[src/design/bssc_pkg.sv]
// ----------------------------------------------------------------------------
// bssc_pkg
// Shared types, constants and modular add for the step sequence counter.
// ----------------------------------------------------------------------------
package bssc_pkg;

    localparam int COUNT_W = 30;
    localparam int VAL_W   = 8;
    localparam int IDX_W   = 11;   // holds value indexes up to 2047

    localparam logic [COUNT_W:0] COUNT_MOD       = 31'd1000000007;
    localparam logic [VAL_W-1:0] MAX_VALUE_RESET = 8'd128;

    typedef struct packed {
        logic [VAL_W-1:0] element_value;
        logic             first_item;
        logic             last_item;
    } bssc_in_t;

    typedef struct packed {
        logic [COUNT_W-1:0] way_count;
        logic               is_final;
    } bssc_out_t;

    // per-cycle control fanned out to every cell
    typedef struct packed {
        logic             update;
        logic             shift;
        logic             first_item;
        logic [VAL_W-1:0] element_value;
        logic [VAL_W-1:0] max_value;
    } bssc_cell_ctl_t;

    // both operands below the modulus
    function automatic logic [COUNT_W-1:0] add_mod(input logic [COUNT_W-1:0] a,
                                                    input logic [COUNT_W-1:0] b);
        logic [COUNT_W:0] s;
        logic [COUNT_W:0] d;
        s = {1'b0, a} + {1'b0, b};
        d = s - COUNT_MOD;
        return (s >= COUNT_MOD) ? d[COUNT_W-1:0] : s[COUNT_W-1:0];
    endfunction

endpackage

[src/design/bssc_accum.sv]
// ----------------------------------------------------------------------------
// bssc_accum
// Modular running total of the counts leaving the end of the ring.
// ----------------------------------------------------------------------------
module bssc_accum
    import bssc_pkg::*;
(
    input  logic                 aclk,
    input  logic                 clear,
    input  logic                 add_en,
    input  logic [COUNT_W-1:0]   add_value,
    output logic [COUNT_W-1:0]   total
);

    logic [COUNT_W-1:0] total_reg;
    logic [COUNT_W-1:0] total_next;

    always_comb begin
        total_next = total_reg;
        if (clear) begin
            total_next = '0;
        end else if (add_en) begin
            total_next = add_mod(total_reg, add_value);
        end
    end

    always_ff @(posedge aclk) begin
        total_reg <= total_next;
    end

    assign total = total_reg;

endmodule

[config.mk]
export PLATFORM = sky130hd
export DESIGN_NAME = bssc_accum
export DESIGN_NICKNAME = d
export VERILOG_FILES = /design/src/design/bssc_pkg.sv /design/src/design/bssc_accum.sv
export SDC_FILE = /design/constraint.sdc
export NUM_CORES = 1
export LEC_CHECK = 0
export BUFFER_PORTS_ARGS = -buffer_cell sky130_fd_sc_hd__buf_2
export CAP_MARGIN = 20
export CORE_UTILIZATION = 56
export DETAILED_ROUTE_END_ITERATION = 7
export PLACE_DENSITY = 0.79
export SKIP_CTS_REPAIR_TIMING = 1
export SLEW_MARGIN = 10
export SYNTH_ARGS = -nofsm -noshare
export SYNTH_HDL_FRONTEND = slang
export SYNTH_SLANG_ARGS = --single-unit
[constraint.sdc]
create_clock -name aclk -period 5.35 [get_ports aclk]
set_clock_uncertainty 0.05 [all_clocks]
set_input_delay 1.07 -clock aclk [delete_from_list [all_inputs] [get_ports aclk]]
set_output_delay 1.07 -clock aclk [all_outputs]
set_load 0.01 [all_outputs]
==> out/metrics.yaml, run 1 <==
wl_per_cell_um: 17.75
avgSynthCellArea_sq_um: 7.237
timing.final.ws_setup_ns: 0.2396
cts_root_buf: "clkbuf_8"
max_slew_margin_pct: 40.39
io_buffers: 62
drtPass1Iterations: 5
synth-xor-area-share_pct: 4.434
initial_core_util_pct: 57.73
async_reset_ff_share_pct: 0
grt_use_total_pct: 34.01
leakagePower_nw: 1.927
synth_mux_area_share_pct: 2.105
setup_viol: 0
max_freq_mhz: 195.7
die_w_um: 85.69
largest_register_ff_count: 30
cts_buffers: 5
period_share_pct: 95.52
clkSinkCount: 30
cp-start-kind: "input port"
final_max_slew_viol_count: 0
diodes: 0
coreArea_sq_um: 6794
antenna_found_initial: 0
syn_nets: 607
ys_seq_elements: 30
syn_inst: 542
die_y_um: 85.69
num_vias: 4644
cts_buffer_depth: 2
synthSimpleGateAreaFrac_pct: 27.30
pre_cts_slack_ns: 0.04886
yosysTopAreaCell: "dfxtp_1"
drc: 0
power_density_nw_per_um2: 489.6
synth_edf_count: 0
synth_ff_type: "dfxtp_1"
ios: 63
dp_hpwl_um: 9509
maxCapViolations: 0
status: "complete, no violations"
cp.arrival_ns: 5.25
drtIter0Drc: 454
grt_pass1_vias: 4224
required_ns: 5.49
synth_top_family_by_area: "compound AO/OA/AOI/OAI gates"
finalNetCount: 665
yosysSeqAreaShare_pct: 15.31
routed_wl_um: 12370
grt_pass1_wl_um: 20040
hold_viol_final: 0
synthAdderAreaFrac_pct: 10.40
grt_overflow: 0
netlist.area_leader.share_pct: 15.31
rsz0062_at_grt: "no"
vias_per_cell: 6.663
synthToLayoutAreaGrowth_pct: 13.21
htree_levels: 2
yosysWarningCount: 0
die-area_sq_um: 7343
tightest_slew_ns: 0.8942
ys_types: 75
end_kind: "flop"
syn_area_sq_um: 3923
ant_nets: 0
clock_latency_ns: 0.30
hp-class: "flop to flop"
placementRows: 30
gp_congestion: 0.9672
setup_tns_ns: 0
postLayoutCoreUtil_pct: 65.36
fin_crit_ns: 5.110
crit_fanout: 20
grt_max_degree: 52
ir_worst_vdd_v: 0.0002515
cts_tree: "yes"
synth_area_leaders: "dfxtp_1 (15%), ha_1 (9.9%), nor2_1 (5.9%), nand2_1 (5.3%), a21oi_1 (5.0%)"
clk_pin_slew_ns: 0.08
synth_compound_area_share_pct: 36.20
critical_path_class: "input port to flop"
layout-drive-gt1-share_pct: 17.47
critical path, cell delays in order:
cell	delay, ns
buf_2	0.08
ha_1	0.18
inv_1	0.06
fa_1	0.39
nand2b_1	0.21
a21oi_1	0.28
xnor2_1	0.31
o2111ai_1	0.25
nor4_2	0.47
a21oi_1	0.14
o2111ai_2	0.25
a311oi_4	0.15
a21oi_2	0.72
mux2_1	0.41
a221o_1	0.27
synth_stat cells (9+ instances only):
cell type	number
a211oi_1	9
a21o_1	20
a21oi_1	39
a311oi_1	13
a31oi_1	11
clkbuf_1	10
dfxtp_1	30
ha_1	31
inv_1	16
nand2_1	55
nand3_1	22
nor2_1	62
nor3_1	11
o21ai_0	39
or3_1	18
xnor2_1	14
stage by stage:
step / power, W / std cells / hold slack, ns / instance area, sq um
final: 0.002174 / 697 / 0.4481 / 4441
after global routing: 0.002331 / 697 / 0.4784 / 4441
after CTS: 0.002125 / 697 / 0.4549 / 4441
after detailed placement: 0.001869 / 689 / 0.4428 / 4327
after global placement: 0.001827 / 689 / 0.4280 / 4327
after floorplan: 0.001477 / 542 / 0.4448 / 3923
logic make-up after synthesis:
group | Yosys count
AOI/OAI and AO/OA | 199
DFF | 30
adders and majority gates | 32
muxes | 8
buffers and inverters | 36
and+or+nand+nor | 218
xor gates and xnor gates | 19
cell usage in the layout (no fill, tap or decap), drive strengths merged, types with 6 or more instances in the layout:
master and instances:
inv 16, ha 31, and3 8, a21o 20
o2111ai 7, a21oi 41, mux2i 6, xnor2 14
nand2 55, o21ai 46, a311oi 14, and2 8
or3 19, nand3 23, a31oi 12, a211oi 10
nor3 11, buf 71, nor2 63, dfxtp 30
nand4 8
cell type report:
cell class                      count  area (sq um)
Clock buffer                        5         68.82
Clock inverter                      3         45.04
Fill cell                         628          2354
Inverter                           16         60.06
Multi-Input combinational cell    476          3156
Sequential cell                    30         600.6
Tap cell                           96         120.1
Timing Repair Buffer               71         390.4
worst paths after layout:
check	to	slack, ns	startpoint	depth (start not counted)
max	total[27]$_SDFFE_PP0P_	0.24	add_value[0]	15
min	total[3]$_SDFFE_PP0P_	0.45	total[3]$_SDFFE_PP0P_	2
max reg2reg	total[27]$_SDFFE_PP0P_	0.70	total[0]$_SDFFE_PP0P_	14
min reg2reg	total[3]$_SDFFE_PP0P_	0.45	total[3]$_SDFFE_PP0P_	2
power breakdown:
part	switching (W)	internal [W]
logic	0.000993	0.000596
registers	0.0000561	0.000282
clock network	0.000108	0.000139
total	0.00116	0.00102
layer usage:
layer | up-vias | GRT usage [%] | part of all wire, %
met5 | - | 0 | 0
met2 | 264 | 53.02 | 44
met4 | 0 | 11.82 | 2.4
met1 | 2156 | 46.79 | 44
li1 | 2190 | - | -
met3 | 34 | 6.737 | 9.3
(Power assumes the default switching activity.)
==> inputs of run 2 (changes only) <==
--- a/config.mk
+++ b/config.mk
@@ -10,6 +10,7 @@
 export CORE_UTILIZATION = 56
 export DETAILED_ROUTE_END_ITERATION = 7
 export PLACE_DENSITY = 0.79
+export SETUP_SLACK_MARGIN = 0.5
 export SKIP_CTS_REPAIR_TIMING = 1
 export SLEW_MARGIN = 10
 export SYNTH_ARGS = -nofsm -noshare
==> run 2 against run 1 <==
  * Clock-buffer cell count stayed put
  * Non-clock buffer count is 5 higher
  * Maximum frequency is 8.6% higher
  * Highest routed layer unchanged
  * Sequential share of layout area is 0.33 points lower
  * Sequential cell count stayed put
  * Sequential power hardly changed
  * First-iteration DRC count is 16% higher
  * Design area is 2.5% higher
  * Via count is 2.2% higher
  * Setup slack better by 0.41 ns
  * Total power is 4.4% higher
  * Clock power hardly changed
==> out/metrics.yaml, run 2 (same netlist as run 1, synthesis figures left out) <==
tightest_slew_ns: 0.9029  # was 0.8942 ns
swShare_pct: 53.04  # was 53.20%
htree_levels: 2  # unchanged
io_buffers: 62  # unchanged
power_density_nw_per_um2: 498.4  # was 489.6 nW/um^2
synthToLayoutAreaGrowth_pct: 16.04  # was 13.21%
layout-drive-gt1-share_pct: 19.60  # was 17.47%
clk_pin_slew_ns: 0.08  # about the same
clockPowerShare_pct: 10.8  # was 11.3%
ant_nets: 0  # unchanged
leakagePower_nw: 1.970  # was 1.927 nW
routed_wl_um: 12620  # was 12370 um
die-area_sq_um: 7343  # unchanged
initial_core_util_pct: 57.73  # unchanged
fillers: 597  # was 628
maxCapViolations: 0  # unchanged
period_share_pct: 87.93  # was 95.52%
largest_register_ff_count: 30  # unchanged
timing.final.ws_setup_ns: 0.6459  # was 0.2396 ns
grt_pass1_wl_um: 20040  # unchanged
clock_latency_ns: 0.29  # was 0.30 ns
cts_tree: "yes"  # unchanged
final_cell_mix: "nor2_1 (62), buf_2 (62), nand2_1 (55)"  # unchanged
diodes: 0  # unchanged
hold_viol_final: 0  # unchanged
num_vias: 4747  # was 4644
pwr-share-seq_pct: 14.9  # was 15.6%
end_kind: "flop"  # unchanged
status: "complete, no violations"  # unchanged
die_w_um: 85.69  # unchanged
grt_use_total_pct: 34.01  # unchanged
dp_hpwl_um: 9509  # unchanged
internal_power_w: 0.001065  # was 0.001017 W
critical_path_class: "input port to flop"  # unchanged
fin_crit_ns: 4.704  # was 5.110 ns
setup_viol: 0  # unchanged
cp-start-kind: "input port"  # unchanged
cp.arrival_ns: 4.85  # was 5.25 ns
required_ns: 5.50  # was 5.49 ns
multi_input_area_sq_um: 3226  # was 3156 sq um
grt_overflow: 0  # unchanged
placementRows: 30  # unchanged
ios: 63  # unchanged
drtIter0Drc: 527  # was 454
finalNetCount: 671  # was 665
pre_cts_slack_ns: 0.04886  # unchanged
wl_per_cell_um: 17.95  # was 17.75 um
netSwitchingPower_w: 0.001203  # was 0.001157 W
final_max_slew_viol_count: 0  # unchanged
cts_buffers: 5  # unchanged
crit_fanout: 5  # was 20
antenna_found_initial: 0  # unchanged
cts_root_buf: "clkbuf_8"  # unchanged
coreArea_sq_um: 6794  # unchanged
regArea_sq_um: 600.6  # unchanged
gp_congestion: 0.9672  # unchanged
cts_buffer_depth: 2  # unchanged
die_y_um: 85.69  # unchanged
clkSinkCount: 30  # unchanged
rsz0062_at_grt: "no"  # unchanged
whs_ns: 0.4478  # was 0.4481 ns
hp-class: "flop to flop"  # unchanged
grt_max_degree: 52  # unchanged
max_freq_mhz: 212.6  # was 195.7 MHz
max_slew_margin_pct: 39.81  # was 40.39%
grt_pass1_vias: 4224  # unchanged
ir_worst_vdd_v: 0.0002752  # was 0.0002515 V
setup_tns_ns: 0  # unchanged
drc: 0  # unchanged
postLayoutCoreUtil_pct: 67.00  # was 65.36%
vias_per_cell: 6.752  # was 6.663
drtPass1Iterations: 6  # was 5
power_frac_comb_pct: 74.3  # was 73.1%
run 2: changes by cell type in the layout (fill, tap and decap cells not counted), sizes merged:
cell,delta
buf,+5
a21oi,+1
run 2: through the flow:
step,instance area (sq um),power (W),std cells
after floorplan,3923,0.001477,542
after global placement,4327,0.001827,689
after detailed placement,4327,0.001869,689
after CTS,4441,0.002125,697
after global routing,4552,0.002430,703
final,4552,0.002269,703
run 2: power groups by stage:
stage | combinational (W) | sequential, W | clock (W)
after floorplan | 0.00112 | 0.000354 | 0
after global placement | 0.00149 | 0.000339 | 0
after detailed placement | 0.00153 | 0.000341 | 0
after CTS | 0.00154 | 0.000336 | 0.000245
after global routing | 0.00183 | 0.000344 | 0.000256
final | 0.00169 | 0.000339 | 0.000245
run 2: cell type report:
cell class / count / area share, %
multi-input cells: 477 / 70.86
well taps: 96 / 2.639
inverters: 16 / 1.319
repair buffers: 76 / 9.483
flip-flops and latches: 30 / 13.19
clock buffers: 5 / 1.512
clock inverters: 3 / 0.9896
run 2: metal layers:
metal	global-route usage (%)	vias up	share of wire (%)
li1	-	2200	-
met1	46.79	2214	43
met2	53.02	289	44
met3	6.737	44	10
met4	11.82	0	2.6
met5	0	-	0
run 2: worst paths after layout:
path	to	slack, ns	from	cells past startpoint
setup / recovery	total[2]$_SDFFE_PP0P_	0.65	add_value[0]	17
hold / removal	total[3]$_SDFFE_PP0P_	0.45	total[3]$_SDFFE_PP0P_	2
setup reg to reg	total[2]$_SDFFE_PP0P_	1.11	total[0]$_SDFFE_PP0P_	16
hold reg to reg	total[3]$_SDFFE_PP0P_	0.45	total[3]$_SDFFE_PP0P_	2
run 2: worst max-delay path, cell delays in order:
cell and delay, ns:
buf_2 0.08, ha_1 0.18, inv_1 0.06, fa_1 0.40, nand2b_4 0.18, a211oi_4 0.35
nor2_2 0.12, o31ai_4 0.26, xor2_2 0.26, nor3b_4 0.31, o2111ai_2 0.20, a311oi_4 0.36
buf_6 0.17, a21oi_4 0.08, buf_4 0.16, or3_1 0.31, a311oi_1 0.29
==> inputs of run 3 (changes only) <==
--- a/config.mk
+++ b/config.mk
@@ -10,6 +10,7 @@
 export CORE_UTILIZATION = 56
 export DETAILED_ROUTE_END_ITERATION = 7
 export PLACE_DENSITY = 0.79
+export RECOVER_POWER = 100
 export SETUP_SLACK_MARGIN = 0.5
 export SKIP_CTS_REPAIR_TIMING = 1
 export SLEW_MARGIN = 10
==> run 3 against run 2 <==
  * Non-clock buffer count unchanged
  * Die area unchanged
  * Final cell count unchanged
  * Clock power about the same
  * Largest cell class unchanged
  * Largest power group unchanged
==> out/metrics.yaml, run 3 (same netlist as run 1, synthesis figures left out) <==
clk_pin_slew_ns: 0.08  # about the same
max_slew_margin_pct: 40.32  # was 39.81%
clkSinkCount: 30  # unchanged
placedCellCount: 689  # unchanged
multi_input_area_sq_um: 3202  # was 3226 sq um
grt_overflow: 0  # unchanged
period_share_pct: 92.15  # was 87.93%
cts_root_buf: "clkbuf_8"  # unchanged
r2r_start: "total[0]$_SDFFE_PP0P_"  # unchanged
coreArea_sq_um: 6794  # unchanged
ant_nets: 0  # unchanged
final_common_cell: "nor2_1"
synthToLayoutAreaGrowth_pct: 14.48  # was 16.04%
whs_ns: 0.4510  # was 0.4478 ns
final_cell_mix: "nor2_1 (62), nand2_1 (55), a21oi_1 (38), o21ai_0 (38), buf_2 (32)"  # was nor2_1 (62), buf_2 (62), nand2_1 (55)
grt_use_total_pct: 34.01  # unchanged
crit_buf_inv: 4  # unchanged
diodes: 0  # unchanged
gp_congestion: 0.9672  # unchanged
status: "complete, no violations"  # unchanged
initial_core_util_pct: 57.73  # unchanged
routed_wl_um: 12580  # was 12620 um
holdPathEnd: "total[3]$_SDFFE_PP0P_"  # unchanged
r2r_slack_ns: 0.88  # was 1.11 ns
drc: 0  # unchanged
fin_crit_ns: 4.930  # was 4.704 ns
end_kind: "flop"  # unchanged
power_density_nw_per_um2: 499.1  # was 498.4 nW/um^2
instances_no_fill: 703  # unchanged
crit_fanout: 5  # unchanged
slowest_delay_ns: 0.44  # was 0.40 ns
grt_pass1_vias: 4224  # unchanged
tightest_slew_ns: 0.8952  # was 0.9029 ns
hold_viol_final: 0  # unchanged
drtPass1Iterations: 5  # was 6
setup_tns_ns: 0  # unchanged
wl_per_cell_um: 17.90  # was 17.95 um
cts_buffer_depth: 2  # unchanged
reg2reg_depth: 16  # unchanged
maxCapViolations: 0  # unchanged
cpLargestDelayFamily: "compound AO/OA/AOI/OAI gates"  # unchanged
num_vias: 4759  # was 4747
hold_depth: 2  # unchanged
placementRows: 30  # unchanged
ir_worst_vdd_v: 0.0002755  # was 0.0002752 V
grt_pass1_wl_um: 20040  # unchanged
htree_levels: 2  # unchanged
drtIter0Drc: 533  # was 527
cts_buffers: 5  # unchanged
hp-start: "total[3]$_SDFFE_PP0P_"  # unchanged
placed_area_sq_um: 4327  # unchanged
setup_viol: 0  # unchanged
finalNetCount: 671  # unchanged
fin_area_sq_um: 4491  # was 4552 sq um
layout-drive-gt1-share_pct: 14.17  # was 19.60%
grt_max_degree: 52  # unchanged
rsz0062_at_grt: "no"  # unchanged
max_freq_mhz: 202.8  # was 212.6 MHz
cts_tree: "yes"  # unchanged
ios: 63  # unchanged
r2r_end: "total[2]$_SDFFE_PP0P_"  # unchanged
final_max_slew_viol_count: 0  # unchanged
leakagePower_nw: 1.851  # was 1.970 nW
hp-class: "flop to flop"  # unchanged
vias_per_cell: 6.770  # was 6.752
cp.arrival_ns: 5.08  # was 4.85 ns
required_ns: 5.50  # about the same
critical_path_class: "input port to flop"  # unchanged
crit_chain: "buf_2 -> ha_1 -> inv_1 -> fa_1 -> nand2b_4 -> a211oi_4 -> nor2_2 -> o31ai_4 -> xor2_2 -> nor3b_1 -> o2111ai_1 -> a311oi_4 -> buf_6 -> a21oi_4 -> buf_4 -> or3_1 -> a311oi_1"  # was buf_2 -> ha_1 -> inv_1 -> fa_1 -> nand2b_4 -> a211oi_4 -> nor2_2 -> o31ai_4 -> xor2_2 -> nor3b_4 -> o2111ai_2 -> a311oi_4 -> buf_6 -> a21oi_4 -> buf_4 -> or3_1 -> a311oi_1
die_w_um: 85.69  # unchanged
fillers: 623  # was 597
clock_latency_ns: 0.29  # about the same
die_y_um: 85.69  # unchanged
die-area_sq_um: 7343  # unchanged
cp-start-kind: "input port"  # unchanged
regArea_sq_um: 600.6  # unchanged
slowest_stage: "nor3b_1"  # was fa_1
total_power_w: 0.002241  # was 0.002269 W
largest_register_ff_count: 30  # unchanged
io_buffers: 62  # unchanged
dp_hpwl_um: 9509  # unchanged
antenna_found_initial: 0  # unchanged
## run 3: changes by cell type in the layout (fill, tap and decap cells not counted)
cell       delta
buf_2        -30
clkbuf_1     +30
nor3b_1       +1
nor3b_4       -1
nor4_1        +1
nor4_2        -1
o2111ai_1     +1
o2111ai_2     -1
## run 3: worst max path at each step
stage / from / end / depth (start not counted)
floorplan: add_value[0] / total[27]$_SDFFE_PP0P_ / 15
finish: add_value[0] / total[2]$_SDFFE_PP0P_ / 17
global placement: add_value[0] / total[27]$_SDFFE_PP0P_ / 15
CTS: add_value[0] / total[27]$_SDFFE_PP0P_ / 15
global route: add_value[0] / total[15]$_SDFFE_PP0P_ / 16
detailed placement: add_value[0] / total[27]$_SDFFE_PP0P_ / 15
## run 3: area by class of cell
class,instances,area share [%]
tap,96,2.675
sequential,30,13.37
clock inverter,3,1.003
multi-input combinational,477,71.30
clock buffer,5,1.532
inverter,16,1.337
timing repair buffer,76,8.777
## run 3: per-stage QoR
| stage | worst slack (ns) | utilization [%] |
|---|---|---|
| after global placement | 0.2063 | 63.68 |
| after CTS | 0.3494 | 65.36 |
| after detailed placement | 0.04886 | 63.68 |
| final | 0.4198 | 66.10 |
| after floorplan | 0.8199 | - |
| after global routing | 0.2413 | 66.10 |
## run 3: worst register-to-register path, cell delays in order (launching register included)
cell,delay [ns]
dfxtp_1,0.37
ha_1,0.20
inv_1,0.06
fa_1,0.40
nand2b_4,0.18
a211oi_4,0.36
nor2_2,0.12
o31ai_4,0.26
xor2_2,0.25
nor3b_1,0.44
o2111ai_1,0.29
a311oi_4,0.38
buf_6,0.17
a21oi_4,0.08
buf_4,0.16
or3_1,0.30
a311oi_1,0.28
## run 3: report_power, final
part | switching [W] | total [W] | internal, W
registers | 0.0000577 | 0.000340 | 0.000282
clock network | 0.000105 | 0.000244 | 0.000139
logic | 0.00103 | 0.00166 | 0.000625
## run 3: layer usage
layer	vias up	wire length, um	GRT usage [%]
met3	43	1341	6.737
met2	289	5533	53.02
met4	0	347	11.82
met5	-	0	0
met1	2226	5361	46.79
li1	2201	-	-
