### src/design/bssc_pkg.sv
// ----------------------------------------------------------------------------
// bssc_pkg
// Shared types, constants and modular add for the step sequence counter.
// ----------------------------------------------------------------------------
package bssc_pkg;

    localparam int COUNT_W = 30;
    localparam int VAL_W   = 8;
    localparam int IDX_W   = 11;   // holds value indexes up to 2047

    localparam logic [COUNT_W:0] COUNT_MOD       = 31'd1000000007;
    localparam logic [VAL_W-1:0] MAX_VALUE_RESET = 8'd128;

    typedef struct packed {
        logic [VAL_W-1:0] element_value;
        logic             first_item;
        logic             last_item;
    } bssc_in_t;

    typedef struct packed {
        logic [COUNT_W-1:0] way_count;
        logic               is_final;
    } bssc_out_t;

    // per-cycle control fanned out to every cell
    typedef struct packed {
        logic             update;
        logic             shift;
        logic             first_item;
        logic [VAL_W-1:0] element_value;
        logic [VAL_W-1:0] max_value;
    } bssc_cell_ctl_t;

    // both operands below the modulus
    function automatic logic [COUNT_W-1:0] add_mod(input logic [COUNT_W-1:0] a,
                                                    input logic [COUNT_W-1:0] b);
        logic [COUNT_W:0] s;
        logic [COUNT_W:0] d;
        s = {1'b0, a} + {1'b0, b};
        d = s - COUNT_MOD;
        return (s >= COUNT_MOD) ? d[COUNT_W-1:0] : s[COUNT_W-1:0];
    endfunction

endpackage

### src/design/bssc_cell.sv
// ----------------------------------------------------------------------------
// bssc_cell
// One count of the row: updates from its neighbors, or shifts along the ring.
// ----------------------------------------------------------------------------
module bssc_cell
    import bssc_pkg::*;
#(
    parameter int K = 0
) (
    input  logic                 aclk,
    input  logic                 aresetn,
    input  bssc_cell_ctl_t       ctl,
    input  logic [COUNT_W-1:0]   left_count,
    input  logic [COUNT_W-1:0]   right_count,
    input  logic [COUNT_W-1:0]   shift_in,
    output logic [COUNT_W-1:0]   count_out
);

    localparam logic [IDX_W-1:0] V  = IDX_W'(K + 1);
    localparam logic [IDX_W-1:0] VR = IDX_W'(K + 2);

    logic [COUNT_W-1:0] count_reg;
    logic [COUNT_W-1:0] count_next;
    logic [COUNT_W-1:0] upd_value;
    logic [COUNT_W-1:0] right_used;
    logic [IDX_W-1:0]   lim;
    logic [IDX_W-1:0]   ev;
    logic               allowed;

    assign lim = IDX_W'(ctl.max_value);
    assign ev  = IDX_W'(ctl.element_value);

    // v+1 counts only while inside the bound
    assign right_used = (VR <= lim) ? right_count : '0;
    assign allowed    = (V <= lim) && ((ev == '0) || (ev == V));

    always_comb begin
        if (!allowed) begin
            upd_value = '0;
        end else if (ctl.first_item) begin
            upd_value = COUNT_W'(1);
        end else begin
            upd_value = add_mod(add_mod(count_reg, left_count), right_used);
        end
    end

    always_comb begin
        count_next = count_reg;
        if (ctl.update) begin
            count_next = upd_value;
        end else if (ctl.shift) begin
            count_next = shift_in;
        end
    end

    always_ff @(posedge aclk) begin
        if (!aresetn) begin
            count_reg <= '0;
        end else begin
            count_reg <= count_next;
        end
    end

    assign count_out = count_reg;

endmodule

### config.mk
export PLATFORM = sky130hd
export DESIGN_NAME = bssc_cell
export DESIGN_NICKNAME = d
export VERILOG_FILES = /design/src/design/bssc_pkg.sv /design/src/design/bssc_cell.sv
export SDC_FILE = /design/constraint.sdc
export NUM_CORES = 1
export LEC_CHECK = 0
export BUFFER_PORTS_ARGS = -buffer_cell sky130_fd_sc_hd__buf_2
export CORE_MARGIN = 2
export CORE_UTILIZATION = 58
export CTS_BUF_LIST = sky130_fd_sc_hd__clkbuf_16
export CTS_CLUSTER_SIZE = 40
export DETAILED_ROUTE_END_ITERATION = 8
export PLACE_DENSITY = 0.83
export SETUP_SLACK_MARGIN = 0.15
export SLEW_MARGIN = 10
export SYNTH_ARGS = -nofsm -noshare
export SYNTH_HDL_FRONTEND = slang
export SYNTH_SLANG_ARGS = --single-unit
export TNS_END_PERCENT = 100
### constraint.sdc
create_clock -name aclk -period 8 [get_ports aclk]
set_input_delay 0.4 -clock aclk [delete_from_list [all_inputs] [get_ports aclk]]
set_output_delay 0.4 -clock aclk [all_outputs]
set_load 0.005 [all_outputs]
==> impl_metrics.py, run 1 <==
metrics = {
    "sta": {
        "worst_pin_slew_ns": 1.01,
        "setup_viol": 0,
        "clock.fmax_ghz": 0.132,
        "skew_ns": 0.00567,
        "relSlewSlack_pct": 32.6,
        "tns_ns": 0,
        "fin_crit_sh_pct": 94.5,
        "slew_violations": 0,
        "rsz0062_at_grt": "false",
        "final_hold_viol_count": 0,
        "period_needed_ns": 7.56,
        "finalWorstSetupSlack_ns": 0.442,
    },
    "run": {
        "maxCapViolations": 0,
    },
    "yosys": {
        "syn_nets": 1171,
        "synth_compound_area_share_pct": 30.4,
        "synth_ff_type": "dfxtp_1",
        "synth_top_family_by_area": "compound AO/OA/AOI/OAI gates",
        "synth.area.top_cells": "ha_1, dfxtp_1, a21oi_1",
        "synth_top_area_share_pct": 11.0,
        "yosysWarnings": 0,
        "synth-simple-area-share_pct": 29.9,
        "async_flop_share_pct": 0,
        "muxShareOfSynthArea_pct": 6.00,
        "synth.distinct_cells": 88,
        "seq_area_frac_synth_pct": 8.50,
        "synth_edf_count": 0,
        "synth-seq-cells": 30,
        "netlist_area_um2": 7070,
        "yosys.area_share.xor_xnor_pct": 9.30,
        "synth_fa_ha_area_share_pct": 11.5,
        "avgSynthCellArea_um2": 7.09,
        "synthCells": 996,
        "yosysTopAreaCell": "ha_1",
    },
    "cts": {
        "cts_tree": "done",
        "cts_buffer_depth": 2,
        "cts.clk_slew.worst_paths_ns": 0.05,
        "h-tree-depth": 2,
        "cts_buffers": 5,
        "clock_latency_ns": 0.28,
        "hold_buffers": 0,
        "clockRootBuffer": "clkbuf_16",
        "cts.sinks": 30,
    },
    "route": {
        "vias": 8302,
        "drcViolationCount": 0,
        "antenna_left": 0,
        "drt_iter0_markers": 988,
        "vias_per_cell": 6.38,
        "dr.pass1.iters": 5,
        "routed_wirelength_um": 22300,
        "wl_per_cell_um": 17.1,
    },
    "die": {
        "die_width_um": 114,
        "num_rows": 40,
        "core_area_um2": 12000,
        "die_h_um": 114,
        "die_area_um2": 13100,
        "io_pins": 141,
        "initial_core_util_pct": 59.1,
    },
    "finish": {
        "nets": 1330,
        "mostFrequentLayoutCell": "buf_2",
        "largest_reg_flops": 30,
        "n_antenna_cell": 0,
        "syn_to_final_growth_pct": 19.3,
        "drive_above_1_share_pct": 22.3,
        "fin_area_um2": 8430,
        "fill_cells": 972,
        "final_cell_mix": "buf_2, nand2_1, a21oi_1",
    },
    "pwr": {
        "ir_drop_uv": 134,
        "p_per_area_nw_per_um2": 203,
        "leakage_nw": 4.08,
    },
    "grt": {
        "grt_max_degree": 32,
        "grt_overflow_total": 0,
        "antenna_found_initial": 0,
        "grt_usage_pct": 32.0,
        "grt_pass1_vias": 7171,
        "grt_pass1_wl_um": 34100,
    },
    "placed_design": {
        "dp.final_hpwl_um": 17600,
        "place.gp.congestion": 0.956,
        "numPortBuffers": 139,
        "dp_slack_ns": 0.159,
        "placed_cell_area_um2": 8120,
    },
    "outcome": {
        "status": "finished clean",
    },
    "critical_path": {
        "cp-end-kind": "register",
        "worstSetupStartpointType": "register",
        "slowest_stage": "a2111oi_4",
        "crit_path_max_incr_delay_ns": 0.45,
        "cp.required_ns": 8.22,
        "worstPathMaxFanout": 12,
        "path_class": "reg2reg",
        "cp.arrival_ns": 7.77,
    },
    "hold_path": {
        "worst_hold_path_type": "in2reg",
    },
}
logic make-up (layout without fill, tap and decap cells):
family          count (synthesis)  after routing
flops                          30             30
simple gates                  407            407
compound gates                309            311
fa+ha+maj                      64             64
buf+inv                        69            226
xor+xnor                       75             75
mux                            42             42
stage by stage:
step,hold WS (ns),instances,utilization (%),power (mW)
4_1_cts,0.443,1295,69.0,1.59
3_5_place_dp,0.557,1288,67.9,1.41
5_1_grt,0.473,1302,70.5,1.83
3_3_place_gp,0.562,1288,67.9,1.39
2_1_floorplan,0.532,996,-,1.05
6_report,0.450,1302,70.5,1.71
critical path: cells and delay by family, from the launching register on:
| family | cells | cell delay, ns |
|---|---|---|
| compound gates | 11 | 2.95 |
| xor+xnor | 1 | 0.18 |
| fa+ha+maj | 3 | 0.98 |
| buf+inv | 3 | 0.52 |
| flops | 1 | 0.33 |
| mux | 1 | 0.30 |
| simple gates | 11 | 2.21 |
cells in the mapped netlist (9+ instances only):
| cell type | n |
|---|---|
| nand2_1 | 111 |
| a21oi_1 | 87 |
| nor2_1 | 78 |
| ha_1 | 62 |
| xnor2_1 | 49 |
| and2_1 | 48 |
| o21ai_0 | 48 |
| mux2i_1 | 39 |
| nor3_1 | 37 |
| nand3_1 | 36 |
| a21o_1 | 34 |
| dfxtp_1 | 30 |
| clkbuf_1 | 27 |
| xor2_1 | 26 |
| inv_1 | 25 |
| o211ai_1 | 17 |
| a31oi_1 | 14 |
| o21a_1 | 14 |
| and3_1 | 13 |
| buf_2 | 10 |
| nor4_1 | 10 |
| nand2b_1 | 9 |
worst paths after layout:
kind | slack, ns | start | cells past startpoint | to
max | 0.44 | count_out[0] | 30 | count_out[2]
min | 0.45 | shift_in[25] | 3 | count_out[25]
max reg2reg | 0.44 | count_out[0] | 30 | count_out[2]
min reg2reg | 0.58 | count_out[28] | 2 | count_out[28]
routing by layer:
metal  GRT usage [%]  vias up  part of all wire, %
li1                -     4029                    -
met2            50.8      447                   44
met4            9.92        0                  3.0
met1            44.4     3761                   43
met3            5.35       65                   11
met5               0        -                    0
final cells by class:
| class | instances | area [um^2] | area share [%] |
|---|---|---|---|
| clock inverter | 2 | 7.51 | 0.0891 |
| tap | 147 | 184 | 2.18 |
| timing repair buffer | 194 | 1120 | 13.3 |
| clock buffer | 5 | 125 | 1.48 |
| multi-input combinational | 899 | 6300 | 74.7 |
| sequential | 30 | 601 | 7.13 |
| inverter | 25 | 93.8 | 1.11 |
power by group:
| group | switching, mW | internal, mW | total [mW] |
|---|---|---|---|
| clock | 0.0625 | 0.111 | 0.173 |
| combinational | 0.800 | 0.572 | 1.37 |
| sequential | 0.00937 | 0.157 | 0.166 |
| total | 0.872 | 0.840 | 1.71 |
what timing repair did:
item | in CTS | in global routing
setup buffers | 0 | 5
resized for setup | 0 | 18
setup endpoints to repair | 0 | 28
Note: power is estimated with default switching activity, not from simulation.
==> run 2, diff against run 1 <==
==> constraint.sdc (replaced) <==
create_clock -name aclk -period 8 [get_ports aclk]
set_input_delay 1.6 -clock aclk [delete_from_list [all_inputs] [get_ports aclk]]
set_output_delay 1.6 -clock aclk [all_outputs]
set_load 0.005 [all_outputs]
==> impl_metrics.py, run 2 <==
metrics = {
    "yosys": {
        "syn_nets": 1171,
        "synth_ff_type": "dfxtp_1",
        "synthCells": 996,
        "async_flop_share_pct": 0,
        "avgSynthCellArea_um2": 7.09,
        "synth_top_area_share_pct": 11.0,
        "synth_edf_count": 0,
        "seq_area_frac_synth_pct": 8.50,
        "netlist_area_um2": 7070,
        "yosysWarnings": 0,
        "synth.distinct_cells": 88,
        "synth.area.top_cells": "ha_1, dfxtp_1, a21oi_1",
        "yosysTopAreaCell": "ha_1",
        "synthTopCellsByCount": "nand2_1, a21oi_1, nor2_1, ha_1, xnor2_1",
        "yosysMostFrequentCell": "nand2_1",
        "synth-seq-cells": 30,
    },
    "sta": {
        "endpoint_type": "register data pin",
        "crit_endpoint": "count_out[28]$_SDFFE_PN0P_/D",
    },
    "placed_design": {
        "place.gp.congestion": 0.954,
        "dp.final_hpwl_um": 21000,
        "placed_cell_area_um2": 9900,
        "dpl.cell_count": 1512,
        "numPortBuffers": 139,
        "dp_slack_ns": -0.683,
    },
    "die": {
        "num_rows": 40,
        "io_pins": 141,
        "die_h_um": 114,
        "die_width_um": 114,
        "initial_core_util_pct": 59.1,
    },
    "cts": {
        "h-tree-depth": 2,
        "clockRootBuffer": "clkbuf_16",
        "cts_buffers": 5,
        "cts_buffer_depth": 2,
        "cts.sinks": 30,
        "hold_buffers": 0,
    },
    "grt": {
        "grt_usage_pct": 79.4,
        "grt_max_degree": 32,
        "grt_overflow_total": 26,
    },
    "outcome": {
        "error_line": "[ERROR GRT-0232] Routing congestion too high. Check the congestion heatmap in the GUI.",
        "status": "stopped before the end",
        "stop_stage": "global routing",
    },
}
run 2: cell counts after synthesis:
No cell type changed its count.
run 2: logic make-up after synthesis:
group / count (synthesis) / synth area share [%]
buffers and inverters: 69 / 4.32
AND/OR/NAND/NOR: 407 / 29.9
flip-flops: 30 / 8.50
AO/OA/AOI/OAI: 309 / 30.4
multiplexers: 42 / 6.00
adder cells (fa/ha/maj): 64 / 11.5
XOR/XNOR: 75 / 9.30
run 2: timing repair:
item                                    4_1_cts
endpoints found under the setup margin       30
setup buffers                                24
cloned                                        0
endpoints found under the hold margin         0
pin swaps                                    45
resized for setup                            55
run 2: per-stage QoR:
stage                     setup TNS [ns]  utilization (%)
after global placement            -12.05             82.8
after floorplan                        0                -
after detailed placement          -16.42             82.8
after CTS                        -0.0327             87.8
run 2: per-layer routing:
layer	track usage [%]	overflow
met4	80.1	7
met2	95.3	18
met3	67.4	0
met1	77.4	1
met5	30.6	0
==> run 3, diff against run 2 <==
- CORE_UTILIZATION: 58 -> 40
- CTS_BUF_LIST: sky130_fd_sc_hd__clkbuf_16 -> default
- CTS_CLUSTER_SIZE: 40 -> default
- PLACE_DENSITY: 0.83 -> default
- PLACE_DENSITY_LB_ADDON: default -> 0.15
- SETUP_SLACK_MARGIN: 0.15 -> default
==> impl_metrics.py, run 3 (synthesis gave the netlist of run 1 again) <==
metrics = {
    "outcome": {
        "status": "finished with violations",
        "failed_checks": "negative setup slack",
    },
    "sta": {
        "relSlewSlack_pct": 32.4,
        "hold_slack_ns": 0.611,
        "fin_crit_sh_pct": 101,
        "clock.fmax_ghz": 0.124,
        "slew_violations": 0,
        "skew_ns": 0.00778,
        "setup_viol": 12,
        "worst_pin_slew_ns": 1.01,
        "period_needed_ns": 8.08,
        "rsz0062_at_grt": "true",
        "finalWorstSetupSlack_ns": -0.0750,
        "final_hold_viol_count": 0,
    },
    "hold_path": {
        "worstHoldStart": "count_out[28]",
        "holdPathStages": 2,
        "whs_endpoint": "count_out[28]",
        "worst_hold_path_type": "reg2reg",
    },
    "cts": {
        "cts.sinks": 30,
        "cts_buffers": 5,
        "cts.clk_slew.worst_paths_ns": 0.05,
        "clockRootBuffer": "clkbuf_16",
        "clock_latency_ns": 0.29,
        "h-tree-depth": 2,
        "hold_buffers": 0,
        "cts_tree": "done",
        "cts_buffer_depth": 2,
    },
    "grt": {
        "grt_pass1_vias": 8307,
        "antenna_found_initial": 0,
        "grt_pass1_wl_um": 39900,
        "grt_usage_pct": 26.6,
        "grt_max_degree": 32,
        "grt_overflow_total": 0,
    },
    "route": {
        "drcViolationCount": 0,
        "vias_per_cell": 5.44,
        "dr.pass1.iters": 5,
        "drt_iter0_markers": 422,
        "routed_wirelength_um": 25600,
        "antenna_left": 0,
        "vias": 8933,
        "wl_per_cell_um": 15.6,
    },
    "placed_design": {
        "placed_cell_area_um2": 10100,
        "dp.final_hpwl_um": 20800,
        "dpl.cell_count": 1608,
        "numPortBuffers": 139,
        "place.gp.congestion": 0.918,
    },
    "finish": {
        "n_antenna_cell": 0,
        "final_util_pct": 63.0,
        "fin_area_um2": 10900,
        "nets": 1592,
        "largest_reg_flops": 30,
        "final_cell_mix": "buf_4, buf_2, nand2_1",
        "mostFrequentLayoutCell": "buf_4",
        "drive_above_1_share_pct": 39.6,
        "finalNonFillerCells": 1643,
        "syn_to_final_growth_pct": 54.2,
    },
    "critical_path": {
        "cp.arrival_ns": 8.30,
        "reg2reg_setup_slack_ns": 0.95,
        "cp-end-kind": "register",
        "r2r.worst_path.cells": 28,
        "path_class": "in2reg",
        "r2r_start": "count_out[0]",
        "crit_path_max_incr_delay_ns": 0.55,
        "worstSetupStartpointType": "input pin",
        "slowest_stage": "or4_4",
        "r2r_end": "count_out[17]",
        "worstPathMaxFanout": 6,
        "cp.required_ns": 8.22,
    },
    "run": {
        "maxCapViolations": 0,
    },
    "pwr": {
        "leakage_nw": 5.46,
        "power_mw": 2.29,
        "p_per_area_nw_per_um2": 210,
        "ir_drop_uv": 112,
    },
    "die": {
        "core_area_um2": 17300,
        "initial_core_util_pct": 40.8,
        "io_pins": 141,
        "num_rows": 48,
        "die_h_um": 137,
        "die_width_um": 137,
        "die_area_um2": 18700,
    },
}
## run 3: worst max-delay path, delay by kind of cell
kind            cells  cell delay [ns]
compound gates     10             2.47
xor+xnor            2             0.34
fa+ha+maj           2             0.68
buf+inv             2             0.31
simple gates       12             2.86
## run 3: per-layer routing
metal  global-route usage (%)  wire length, um
met2                     44.2            11700
met1                     37.0            12200
met5                        0                0
met4                     5.67              319
met3                     2.81             1320
## run 3: cell type report
type                            count  area [um^2]
Clock inverter                      1         30.0
Fill cell                        1620         6400
Timing Repair Buffer              457         3150
Sequential cell                    30          601
Inverter                           25         93.8
Tap cell                          225          282
Clock buffer                        7          133
Multi-Input combinational cell    898         6610
## run 3: power by group
| group | total, mW | switching (mW) | internal (mW) |
|---|---|---|---|
| clock | 0.218 | 0.0709 | 0.147 |
| sequential | 0.167 | 0.0101 | 0.157 |
| combinational | 1.90 | 0.929 | 0.972 |
## run 3: through the flow
stage	worst slack, ns	setup TNS [ns]
2_1_floorplan	0.00187	0
3_3_place_gp	-0.665	-16.14
3_5_place_dp	-0.723	-16.72
4_1_cts	-0.0869	-0.337
5_1_grt	-0.304	-6.81
6_report	-0.0750	-0.459
## run 3: worst max-delay path by stage
stage / startpoint / to / cells after the start
after CTS: left_count[0] / count_out[17] / 29
after global placement: left_count[0] / count_out[26] / 29
after floorplan: left_count[0] / count_out[19] / 30
after detailed placement: left_count[0] / count_out[26] / 29
after global routing: left_count[0] / count_out[17] / 29
final: left_count[1] / count_out[17] / 28
## run 3: what timing repair did
action | 4_1_cts | 5_1_grt
cloned | 2 | 0
pin swaps | 24 | 22
endpoints found under the setup margin | 30 | 30
gates resized for setup | 38 | 42
setup buffers | 14 | 11
==> run 4, diff against run 3 <==
- CAP_MARGIN: default -> 30
- clock period: 8 -> 8.3 ns (I/O delays scaled with it)
==> impl_metrics.py, run 4 (synthesis gave the netlist of run 1 again) <==
metrics = {
    "grt": {
        "grt_overflow_total": 0,
        "grt_pass1_wl_um": 38400,
        "antenna_found_initial": 0,
        "grt_pass1_vias": 7933,
        "grt_max_degree": 32,
        "grt_usage_pct": 25.6,
    },
    "die": {
        "initial_core_util_pct": 40.8,
        "die_area_um2": 18700,
        "die_width_um": 137,
        "core_area_um2": 17300,
        "io_pins": 141,
        "num_rows": 48,
        "die_h_um": 137,
    },
    "cts": {
        "hold_buffers": 0,
        "clock_latency_ns": 0.28,
        "cts.clk_slew.worst_paths_ns": 0.05,
        "clockRootBuffer": "clkbuf_16",
        "h-tree-depth": 2,
        "cts.sinks": 30,
        "cts_buffer_depth": 2,
        "cts_tree": "done",
        "cts_buffers": 5,
    },
    "critical_path": {
        "r2r.worst_path.cells": 33,
        "cp.required_ns": 8.45,
        "slowest_stage": "or4_4",
        "r2r_end": "count_out[4]",
        "cp-end-kind": "register",
        "worstPathMaxFanout": 7,
        "crit_top_cell": "buf_4",
        "r2r_start": "count_out[0]",
        "reg2reg_setup_slack_ns": 1.11,
        "crit_path_max_incr_delay_ns": 0.56,
        "cp-startpoint": "left_count[0]",
        "path_class": "in2reg",
        "worstSetupStartpointType": "input pin",
        "cp.arrival_ns": 8.45,
        "setup.worst_path.end": "count_out[4]",
    },
    "route": {
        "drt_iter0_markers": 444,
        "antenna_left": 0,
        "wl_per_cell_um": 15.6,
        "vias_per_cell": 5.48,
        "vias": 8840,
        "dr.pass1.iters": 6,
        "routed_wirelength_um": 25200,
        "drcViolationCount": 0,
    },
    "run": {
        "maxCapViolations": 0,
    },
    "pwr": {
        "p_per_area_nw_per_um2": 201,
        "leakage_nw": 5.35,
        "ir_drop_uv": 103,
    },
    "sta": {
        "relSlewSlack_pct": 42.6,
        "worst_pin_slew_ns": 0.862,
        "setup_viol": 0,
        "clock.fmax_ghz": 0.121,
        "fin_crit_sh_pct": 100,
        "rsz0062_at_grt": "true",
        "period_needed_ns": 8.30,
        "finalWorstSetupSlack_ns": 0.00299,
        "slew_violations": 0,
        "skew_ns": 0.00399,
        "final_hold_viol_count": 0,
    },
    "placed_design": {
        "numPortBuffers": 139,
        "place.gp.congestion": 0.922,
        "dp.final_hpwl_um": 20600,
        "dp_slack_ns": -0.584,
    },
    "finish": {
        "final_cell_mix": "buf_4, buf_2, nand2_1",
        "n_antenna_cell": 0,
        "final_util_pct": 61.7,
        "nets": 1563,
        "drive_above_1_share_pct": 38.4,
        "seqCellArea_um2": 601,
        "mostFrequentLayoutCell": "buf_4",
        "fill_cells": 1656,
        "largest_reg_flops": 30,
        "multiInputGateArea_um2": 6580,
        "syn_to_final_growth_pct": 51.1,
    },
    "hold_path": {
        "worst_hold_path_type": "reg2reg",
    },
    "outcome": {
        "status": "finished clean",
    },
}
## run 4: cell type report
type	instances	share of cell area [%]
Tap cell	225	2.64
Clock buffer	8	1.56
Timing Repair Buffer	428	27.6
Multi-Input combinational cell	898	61.7
Sequential cell	30	5.63
Inverter	25	0.879
## run 4: critical path, delay by kind of cell
family	cells	cell delay, ns
fa+ha+maj	3	0.77
simple gates	6	1.66
mux	1	0.20
xor+xnor	2	0.26
compound gates	14	2.74
buf+inv	8	1.14
## run 4: power breakdown
part | leakage, nW | switching, mW | internal [mW]
combinational | 5.02 | 0.882 | 0.894
clock | 0.0832 | 0.0699 | 0.136
sequential | 0.245 | 0.00931 | 0.151
total | 5.35 | 0.961 | 1.18
## run 4: what timing repair did
action | in CTS | in global routing
cloned | 1 | 1
pin swaps | 10 | 36
endpoints found under the hold margin | 0 | 0
gates resized for setup | 25 | 58
endpoints found under the setup margin | 29 | 30
buffers inserted | 5 | 15
## run 4: worst min-delay path by stage
stage | from | cells past startpoint | end
5_1_grt | count_out[28] | 2 | count_out[28]
3_5_place_dp | count_out[28] | 2 | count_out[28]
4_1_cts | count_out[28] | 2 | count_out[28]
6_report | count_out[28] | 2 | count_out[28]
2_1_floorplan | count_out[28] | 2 | count_out[28]
3_3_place_gp | count_out[28] | 2 | count_out[28]
## run 4: per-stage QoR
step	instance area (um^2)	hold slack, ns	instances	setup TNS, ns	power (mW)
after floorplan	7070	0.532	996	0	1.01
after global placement	9870	0.586	1583	-11.90	1.70
after detailed placement	9870	0.581	1583	-13.58	1.71
after CTS	10200	0.594	1597	0	1.98
after global routing	10700	0.605	1614	-5.71	2.29
final	10700	0.598	1614	0	2.14
## run 4: layer usage
layer,global-route usage [%],vias to the layer above,share of wire [%],wire length [um]
li1,-,4498,-,-
met1,37.3,4083,48,12200
met2,42.7,238,46,11600
met3,0.481,21,4.5,1130
met4,4.93,0,1.1,287
met5,0,-,0,0
